`config.mk`:
```
export PLATFORM = sky130hd
export DESIGN_NAME = polyline_rect_clipper_flat
export DESIGN_NICKNAME = d
export VERILOG_FILES = /design/src/rtl/core/prc_pkg.sv /design/src/rtl/core/prc_vertex_if.sv /design/src/rtl/core/prc_divider.sv /design/src/rtl/core/polyline_rect_clipper.sv /design/src/flat_wrapper.sv
export SDC_FILE = /design/constraint.sdc
export NUM_CORES = 2
export LEC_CHECK = 0
export BUFFER_PORTS_ARGS = -buffer_cell sky130_fd_sc_hd__buf_2
export CORE_MARGIN = 4
export CORE_UTILIZATION = 59
export DETAILED_ROUTE_END_ITERATION = 10
export PLACE_DENSITY = 0.81
export SLEW_MARGIN = 25
export SYNTH_ARGS = -nofsm -noshare
export SYNTH_HDL_FRONTEND = slang
export SYNTH_SLANG_ARGS = --single-unit
export TNS_END_PERCENT = 5
```
`constraint.sdc`:
```
create_clock -name clk -period 9.99 [get_ports clk]
set_input_delay 0.4995 -clock clk [delete_from_list [all_inputs] [get_ports clk]]
set_output_delay 0.4995 -clock clk [all_outputs]
set_load 0.005 [all_outputs]
```
`src/rtl/core/prc_pkg.sv`:
```
`timescale 1ns / 1ps
// Package for the polyline rectangle clipper: widths, register indexes and
// payload types. Used by the interfaces, the divider and the top level.
package prc_pkg;
  localparam int COORD_BITS = 16;
  localparam int T_FRAC_BITS = 16;
  localparam int T_BITS = T_FRAC_BITS + 1;
  localparam int D_BITS = COORD_BITS + 1;
  localparam int CFG_IDX_BITS = 2;

  localparam logic [CFG_IDX_BITS-1:0] REG_LEFT = 2'd0;
  localparam logic [CFG_IDX_BITS-1:0] REG_TOP = 2'd1;
  localparam logic [CFG_IDX_BITS-1:0] REG_RIGHT = 2'd2;
  localparam logic [CFG_IDX_BITS-1:0] REG_BOTTOM = 2'd3;

  typedef struct packed {
    logic signed [COORD_BITS-1:0] vertex_x;
    logic signed [COORD_BITS-1:0] vertex_y;
    logic first_vertex;
    logic last_vertex;
  } vertex_t;

  typedef struct packed {
    logic signed [COORD_BITS-1:0] point_x;
    logic signed [COORD_BITS-1:0] point_y;
    logic new_piece;
    logic last_of_run;
  } point_t;

  typedef struct packed {
    logic [CFG_IDX_BITS-1:0] index;
    logic [COORD_BITS-1:0] data;
  } cfg_t;
endpackage

```
`src/rtl/core/prc_vertex_if.sv`:
```
`timescale 1ns / 1ps
// Valid/ready channel interfaces for vertices, points and register writes.
// Depends on prc_pkg.
interface prc_vertex_if;
  logic valid;
  logic ready;
  prc_pkg::vertex_t data;
  modport source (output valid, output data, input ready);
  modport sink (input valid, input data, output ready);
endinterface

interface prc_point_if;
  logic valid;
  logic ready;
  prc_pkg::point_t data;
  modport source (output valid, output data, input ready);
  modport sink (input valid, input data, output ready);
endinterface

interface prc_cfg_if;
  logic valid;
  logic ready;
  prc_pkg::cfg_t data;
  modport source (output valid, output data, input ready);
  modport sink (input valid, input data, output ready);
endinterface

```
`src/rtl/core/prc_divider.sv`:
```
`timescale 1ns / 1ps
// Radix-2 restoring divider giving t = round(num * 2^F / den), num <= den.
// Depends on prc_pkg.
module prc_divider (
  input  logic clk,
  input  logic rst,
  input  logic start,
  input  logic [prc_pkg::D_BITS-1:0] num,
  input  logic [prc_pkg::D_BITS-1:0] den,
  output logic done,
  output logic [prc_pkg::T_BITS-1:0] quot
);
  localparam int R_BITS = prc_pkg::D_BITS + 1;
  localparam int QB = prc_pkg::T_BITS;
  localparam int STEPS = prc_pkg::T_FRAC_BITS;
  localparam int CNT_BITS = $clog2(STEPS);

  logic [R_BITS-1:0] rem;
  logic [prc_pkg::D_BITS-1:0] dv;
  logic [QB-1:0] q;
  logic [CNT_BITS-1:0] cnt;
  logic busy;
  logic [R_BITS-1:0] shifted;
  logic ge;

  // Each step doubles the partial remainder and subtracts the divisor when it fits.
  assign shifted = {rem[R_BITS-2:0], 1'b0};
  assign ge = shifted >= {1'b0, dv};

  always_ff @(posedge clk) begin
    if (rst) begin
      busy <= 1'b0;
      done <= 1'b0;
      cnt <= '0;
      rem <= '0;
      dv <= '0;
      q <= '0;
    end else begin
      done <= 1'b0;
      if (start && !busy) begin
        busy <= 1'b1;
        dv <= den;
        if (num >= den) begin
          rem <= {1'b0, num - den};
          q <= QB'(1);
        end else begin
          rem <= {1'b0, num};
          q <= '0;
        end
        cnt <= CNT_BITS'(STEPS - 1);
      end else if (busy) begin
        rem <= ge ? shifted - {1'b0, dv} : shifted;
        q <= {q[QB-2:0], ge};
        if (cnt == '0) begin
          busy <= 1'b0;
          done <= 1'b1;
        end else begin
          cnt <= cnt - 1'b1;
        end
      end
    end
  end

  // The quotient is rounded half up: one is added when twice the final
  // remainder reaches the divisor.
  assign quot = q + QB'(ge);
endmodule

```
`src/rtl/core/polyline_rect_clipper.sv`:
```
`timescale 1ns / 1ps
// Top level of the polyline rectangle clipper (Liang-Barsky).
// Depends on prc_pkg, the channel interfaces and prc_divider.
//
//  channel   dir  payload
//  vin       in   vertex_x, vertex_y, first_vertex, last_vertex
//  pout      out  point_x, point_y, new_piece, last_of_run
//  cfg       in   index, data (rect_left, rect_top, rect_right, rect_bottom)
//
// Each boundary passes S_EDGE and S_CHECK, plus S_DIV and S_DIVWAIT when it needs
// a division on the shared divider; a visible segment then has four S_MUL steps,
// S_DECIDE, S_OUT0 for the start point when needed and S_OUT1 for the end point.
// rst is synchronous and clears the sequencer and polyline state.
// Results wait in the output register while pout.ready is low, and the next
// vertex is taken only after the last result transfer.
module polyline_rect_clipper (
  input logic clk,
  input logic rst,
  prc_vertex_if.sink vin,
  prc_point_if.source pout,
  prc_cfg_if.sink cfg
);
  localparam int CB = prc_pkg::COORD_BITS;
  localparam int DB = prc_pkg::D_BITS;
  localparam int TB = prc_pkg::T_BITS;
  localparam int F = prc_pkg::T_FRAC_BITS;
  localparam int WB = CB + 2;
  localparam logic [TB-1:0] T_ONE = TB'(1) << F;

  typedef enum logic [3:0] {
    S_IDLE, S_EDGE, S_DIV, S_DIVWAIT, S_CHECK, S_MUL, S_DECIDE, S_OUT0, S_OUT1
  } state_t;

  state_t state;
  logic signed [CB-1:0] rl, rt, rr, rb;
  logic signed [CB-1:0] prev_x, prev_y, last_out_x, last_out_y;
  logic piece_pending;
  logic signed [CB-1:0] cx, cy;
  logic signed [DB-1:0] dx, dy;
  logic [TB-1:0] tlo, thi;
  logic [1:0] eidx;
  logic vis;
  logic [1:0] midx;
  logic signed [CB-1:0] sx0, sy0, ex, ey;
  logic enter;
  logic [DB-1:0] dnum, dden;
  logic div_start, div_done;
  logic [TB-1:0] div_quot;
  logic need_start;
  logic out_load;

  assign cfg.ready = 1'b1;
  always_ff @(posedge clk) begin
    if (rst) begin
      rl <= '0;
      rt <= '0;
      rr <= {1'b0, {(CB-1){1'b1}}};
      rb <= {1'b0, {(CB-1){1'b1}}};
    end else if (cfg.valid) begin
      case (cfg.data.index)
        prc_pkg::REG_LEFT: rl <= cfg.data.data;
        prc_pkg::REG_TOP: rt <= cfg.data.data;
        prc_pkg::REG_RIGHT: rr <= cfg.data.data;
        prc_pkg::REG_BOTTOM: rb <= cfg.data.data;
        default: ;
      endcase
    end
  end

  // Edge parameters p, q for the current boundary, each 18 bits signed.
  logic signed [WB-1:0] p, q;
  always_comb begin
    case (eidx)
      2'd0: begin p = -WB'(dx); q = WB'(prev_x) - WB'(rl); end
      2'd1: begin p = WB'(dx); q = WB'(rr) - WB'(prev_x); end
      2'd2: begin p = -WB'(dy); q = WB'(prev_y) - WB'(rt); end
      default: begin p = WB'(dy); q = WB'(rb) - WB'(prev_y); end
    endcase
  end

  logic signed [WB-1:0] np, nq;
  assign np = -p;
  assign nq = -q;

  assign div_start = (state == S_DIV);

  prc_divider u_div (
    .clk(clk),
    .rst(rst),
    .start(div_start),
    .num(dnum),
    .den(dden),
    .done(div_done),
    .quot(div_quot)
  );

  // Interpolation multiply: one 17x17 per cycle, operands muxed by midx.
  logic signed [DB-1:0] md;
  logic signed [CB-1:0] ma;
  logic [TB-1:0] mt;
  logic [DB-1:0] mabs;
  logic [DB+TB-1:0] prod;
  logic [CB:0] rnd;
  logic signed [CB-1:0] mres;
  always_comb begin
    md = midx[0] ? dy : dx;
    ma = midx[0] ? prev_y : prev_x;
    mt = midx[1] ? thi : tlo;
    mabs = md[DB-1] ? DB'(-md) : DB'(md);
    prod = (DB+TB)'(mabs) * (DB+TB)'(mt) + (DB+TB)'(T_ONE >> 1);
    rnd = (CB+1)'(prod >> F);
    mres = md[DB-1] ? CB'(WB'(ma) - WB'(rnd)) : CB'(WB'(ma) + WB'(rnd));
  end

  logic vtx_in_rect;
  assign vtx_in_rect = vin.data.vertex_x >= rl && vin.data.vertex_x <= rr &&
                       vin.data.vertex_y >= rt && vin.data.vertex_y <= rb;

  assign vin.ready = (state == S_IDLE) && !pout.valid;
  assign need_start = piece_pending || sx0 != last_out_x || sy0 != last_out_y;

  always_comb begin
    case (state)
      S_IDLE: out_load = vin.valid && vin.ready && vin.data.first_vertex &&
                         vin.data.last_vertex && vtx_in_rect;
      S_OUT0: out_load = !pout.valid;
      S_OUT1: out_load = !pout.valid || pout.ready;
      default: out_load = 1'b0;
    endcase
  end

  always_ff @(posedge clk) begin
    if (rst) begin
      state <= S_IDLE;
      pout.valid <= 1'b0;
      prev_x <= '0;
      prev_y <= '0;
      last_out_x <= '0;
      last_out_y <= '0;
      piece_pending <= 1'b1;
      tlo <= '0;
      thi <= T_ONE;
    end else begin
      if (out_load) pout.valid <= 1'b1;
      else if (pout.ready) pout.valid <= 1'b0;
      case (state)
        S_IDLE: begin
          if (vin.valid && vin.ready) begin
            if (vin.data.first_vertex) begin
              prev_x <= vin.data.vertex_x;
              prev_y <= vin.data.vertex_y;
              piece_pending <= 1'b1;
              if (vin.data.last_vertex && vtx_in_rect) begin
                pout.data <= {vin.data.vertex_x, vin.data.vertex_y, 1'b1, 1'b1};
                last_out_x <= vin.data.vertex_x;
                last_out_y <= vin.data.vertex_y;
                piece_pending <= 1'b0;
              end
            end else begin
              cx <= vin.data.vertex_x;
              cy <= vin.data.vertex_y;
              dx <= DB'(vin.data.vertex_x) - DB'(prev_x);
              dy <= DB'(vin.data.vertex_y) - DB'(prev_y);
              tlo <= '0;
              thi <= T_ONE;
              eidx <= 2'd0;
              vis <= 1'b1;
              state <= S_EDGE;
            end
          end
        end
        S_EDGE: begin
          if (p == 0) begin
            if (q < 0) vis <= 1'b0;
            state <= S_CHECK;
          end else if (p < 0) begin
            if (q > 0) state <= S_CHECK;
            else if (nq > np) begin vis <= 1'b0; state <= S_CHECK; end
            else begin
              enter <= 1'b1;
              dnum <= DB'(nq);
              dden <= DB'(np);
              state <= S_DIV;
            end
          end else begin
            if (q < 0) begin vis <= 1'b0; state <= S_CHECK; end
            else if (q >= p) state <= S_CHECK;
            else begin
              enter <= 1'b0;
              dnum <= DB'(q);
              dden <= DB'(p);
              state <= S_DIV;
            end
          end
        end
        S_DIV: begin
          state <= S_DIVWAIT;
        end
        S_DIVWAIT: begin
          if (div_done) begin
            if (enter) begin
              if (div_quot > tlo) tlo <= div_quot;
            end else begin
              if (div_quot < thi) thi <= div_quot;
            end
            state <= S_CHECK;
          end
        end
        S_CHECK: begin
          if (!vis) begin
            prev_x <= cx; prev_y <= cy; state <= S_IDLE;
          end else if (eidx != 2'd3) begin
            eidx <= eidx + 1'b1; state <= S_EDGE;
          end else if (tlo > thi) begin
            prev_x <= cx; prev_y <= cy; state <= S_IDLE;
          end else begin
            midx <= 2'd0; state <= S_MUL;
          end
        end
        S_MUL: begin
          case (midx)
            2'd0: sx0 <= mres;
            2'd1: sy0 <= mres;
            2'd2: ex <= mres;
            default: ey <= mres;
          endcase
          midx <= midx + 1'b1;
          if (midx == 2'd3) state <= S_DECIDE;
        end
        S_DECIDE: begin
          state <= need_start ? S_OUT0 : S_OUT1;
        end
        S_OUT0: begin
          if (!pout.valid) begin
            pout.data <= {sx0, sy0, 1'b1, 1'b0};
            state <= S_OUT1;
          end
        end
        S_OUT1: begin
          if (!pout.valid || pout.ready) begin
            pout.data <= {ex, ey, 1'b0, 1'b1};
            last_out_x <= ex;
            last_out_y <= ey;
            piece_pending <= 1'b0;
            prev_x <= cx;
            prev_y <= cy;
            state <= S_IDLE;
          end
        end
        default: state <= S_IDLE;
      endcase
    end
  end

`ifndef SYNTHESIS
  a_tlo_range: assert property (@(posedge clk) disable iff (rst)
    tlo <= T_ONE) else $error("entry parameter above one");
  a_no_accept_busy: assert property (@(posedge clk) disable iff (rst)
    (state != S_IDLE) |-> !vin.ready) else $error("ready while busy");
  a_last_out: assert property (@(posedge clk) disable iff (rst)
    (state == S_OUT1 && (!pout.valid || pout.ready)) |=> pout.valid)
    else $error("end point lost");
`endif
endmodule
```
`src/flat_wrapper.sv`:
```
// flat-port wrapper written by rule: the top's interface ports become plain ports
module polyline_rect_clipper_flat 
  (clk, rst, vin_valid, vin_data, vin_ready, pout_valid, pout_data, pout_ready, cfg_valid, cfg_data, cfg_ready);
  prc_vertex_if vin_i ();
  prc_point_if pout_i ();
  prc_cfg_if cfg_i ();
  input logic clk;
  input logic rst;
  input wire logic [$bits(vin_i.valid)-1:0] vin_valid;
  input wire logic [$bits(vin_i.data)-1:0] vin_data;
  output wire logic [$bits(vin_i.ready)-1:0] vin_ready;
  output wire logic [$bits(pout_i.valid)-1:0] pout_valid;
  output wire logic [$bits(pout_i.data)-1:0] pout_data;
  input wire logic [$bits(pout_i.ready)-1:0] pout_ready;
  input wire logic [$bits(cfg_i.valid)-1:0] cfg_valid;
  input wire logic [$bits(cfg_i.data)-1:0] cfg_data;
  output wire logic [$bits(cfg_i.ready)-1:0] cfg_ready;
  assign vin_i.valid = vin_valid;
  assign vin_i.data = vin_data;
  assign vin_ready = vin_i.ready;
  assign pout_valid = pout_i.valid;
  assign pout_data = pout_i.data;
  assign pout_i.ready = pout_ready;
  assign cfg_i.valid = cfg_valid;
  assign cfg_i.data = cfg_data;
  assign cfg_ready = cfg_i.ready;
  polyline_rect_clipper u_core (.clk(clk), .rst(rst), .vin(vin_i), .pout(pout_i), .cfg(cfg_i));
endmodule
```
==> run metrics <==
initial antenna violation count=1; Tot Pwr=6.54 mW; critical path class=reg2reg; RSZ-0062 raised after global routing=true; crit-path max FO=20; area leader, netlist=edfxtp_1; Post-Route WL=120000 um; startpoint types=flip-flop; Post-Syn Nets=5268; Main synth FF type=dfxtp_1; Multi-input gate area=26600 um2; io pins=94; vias per cell=6.11; wl on met1=48600 um; initial drt markers=3251; Pre-antenna DRT Iters=6; routed length on met2=54500 um; final period demand of the worst path=9.93 ns; port bufs=92; Filler Cell Count=5367; uppermost layer routed=met4; top cells by area, synth=edfxtp_1 15%, ha_1 13%, fa_1 12%; grt total ovfl=0; Area Overhead vs Synth=10.4%; layout cells sized above 1=0.0961; Final #Nets=5405; CP max-delay cell=fa_1; clk buf depth=3; clk_lat worst skew=0.64 ns; Place WS=-0.180 ns; CTS tree=done; largest family of logic cells by synthesized area=adder cells; Final Wtd Congestion=1.01; min setup slack post-route=0.0597 ns; Reg area=10600 um2; Max Cap Viol=0; post-route ant nets=0; Post-Synth Adder-Cell Area=0.248; Initial Utilization=0.600; Post-Synthesis Cells=4561; status=finished, final reports clean; H-tree Lvls=2; hold buffer count at cts=0; Max Clk Rate=0.101 GHz; async set-or-reset flop fraction in the synthesized netlist=0; Final period util=0.994; routed len/inst=21.5 um; worst ir drop on vdd=0.167 mV; Leak=19.5 nW; placed cell areas=42000 um2; Compound-Gate Fraction of Synth Area=0.159; vias in the first global route=33000; xor/xnor cell area share of the yosys netlist=0.0566; DRC viols=0; CTS buffer count=48; worst endpoint required time=10.43 ns; slowest stage delay, CP=0.55 ns; synth unique cells=105; Crit path max-delay family=adder cells; worst slew pin tran=1.14 ns; syn avg cell area=8.73 um2; EDFF count, synth=204; Synth Cell Area=39800 um2; Core Box Area=66300 um2; most used cell, CP=fa_1; die span in x=268 um; CTS root buffer=clkbuf_16; FF+latch count, synth=429; pwr dens=149 nW/um2; Via Count=34300; Hold Fails Final Rpt=0; Post-Synth Simple-Gate Area=0.164; Final Setup Violations=0; Buffers & Inverters on Critical Path=9; Cell Rows=94; mux cell area share after synthesis=0.0330; top-area cell type share of the netlist area=0.154; Post-DP HPWL=94900 um; gr usage total=0.331; Critical Path End Type=flip-flop; class of the worst hold path=in2reg; first-pass GRT wire length=186000 um; skew final=0.0627 ns; Die Area=71700 um2; Final Max Slew Viols=0; post-synthesis sequential area ratio=0.267; met3 wire length=9980 um; largest net degree at the start of global routing=93; arrival time of the worst setup path=10.37 ns; Fin Hold WS=0.0769 ns; Util after Layout=0.662; Clk pin slew, worst setup/hold paths=0.07 ns; Worst slew margin=0.243; CTS Sinks=429; Synth warnings=0; Die Span Y=268 um; Non-Filler Cell Area, Final=43900 um2
placed cells by master (no fill, tap or decap), types with 150 or more instances in the layout:
master | Yosys | routed
inv_1 | 584 | 583
nor2_1 | 474 | 467
nand2_1 | 436 | 435
ha_1 | 418 | 415
a21oi_1 | 244 | 233
fa_1 | 232 | 232
dfxtp_1 | 225 | 225
edfxtp_1 | 204 | 204
o21ai_0 | 164 | 159
buf_4 | 1 | 154
xnor2_1 | 156 | 150
worst reg2reg max path, delay by kind of cell (launching register included):
| family | cells | cell delay (ns) |
|---|---|---|
| adder cells (fa/ha/maj) | 8 | 3.68 |
| AO/OA/AOI/OAI | 12 | 2.08 |
| AND/OR/NAND/NOR | 9 | 1.51 |
| flip-flops | 1 | 0.45 |
| XOR/XNOR | 5 | 1.04 |
| buffers and inverters | 9 | 1.03 |
sequential cells by signal (all words and copies together) (netlist names), 17 cells and up:
| name | count |
|---|---|
| u_core.dnum | 17 |
| u_core.dx | 17 |
| u_core.dden | 17 |
| u_core.dy | 17 |
| u_core.u_div.rem | 17 |
| u_core.pout.data | 34 |
| u_core.thi | 17 |
| u_core.u_div.dv | 17 |
| u_core.u_div.q | 17 |
| u_core.tlo | 17 |
synthesized netlist by cell type, drive strengths merged, types with 84 or more instances:
master  count
nor2      474
dfxtp     225
o21ai     184
clkbuf    135
nand2     436
ha        418
edfxtp    204
fa        232
a21o       84
a21oi     244
a211oi    104
mux2i     121
xor2      101
xnor2     156
inv       587
cells by family (layout without fill, tap and decap cells):
kind of cell | Yosys count | in the layout
simple gates | 1392 | 1392
compound gates | 948 | 948
buf+inv | 755 | 931
fa+ha+maj | 650 | 650
flops | 429 | 429
xor+xnor | 257 | 257
mux | 129 | 129
other cells | 1 | 3
worst paths after layout:
check,slack [ns],cells past startpoint,startpoint,endpoint
setup / recovery,0.06,43,u_core.midx[0],u_core.ey[15]
hold / removal,0.08,1,vin_data[2],u_core.cy[0]
setup reg to reg,0.06,43,u_core.midx[0],u_core.ey[15]
hold reg to reg,0.45,2,u_core.rt[14],u_core.rt[14]
metrics by stage:
step / setup TNS [ns] / cells
after detailed placement: -1.21 / 5496
after global routing: -2.98 / 5601
final: 0 / 5603
after CTS: 0 / 5590
after global placement: 0 / 5496
after floorplan: 0 / 4561
metal layers:
| metal | GRT usage | vias to the layer above |
|---|---|---|
| met2 | 0.531 | 1591 |
| met3 | 0.0474 | 355 |
| li1 | - | 16000 |
| met5 | 0 | - |
| met4 | 0.162 | 0 |
| met1 | 0.442 | 16400 |
power by group:
part | leakage, nW | internal [mW] | switching (mW) | total (mW)
clock network | 0.760 | 0.986 | 0.775 | 1.76
registers | 3.68 | 2.04 | 0.111 | 2.15
logic | 15.1 | 1.02 | 1.62 | 2.63
total | 19.5 | 4.04 | 2.50 | 6.54
layout make-up:
cell class / instances / share of cell area
well taps: 864 / 0.0246
multi-input cells: 3377 / 0.607
clock buffers: 61 / 0.0303
flip-flops and latches: 429 / 0.242
repair buffers: 253 / 0.0395
clock inverters: 28 / 0.00621
inverters: 589 / 0.0504
diodes: 2 / 0.000114
repair_timing:
action | 4_1_cts | 5_1_grt
setup endpoints to repair | 12 | 24
pin swaps | 2 | 32
setup buffers | 5 | 11
endpoints found under the hold margin | 0 | 0
gates resized for setup | 4 | 41
No activity file was read; power rests on OpenSTA's default activity.
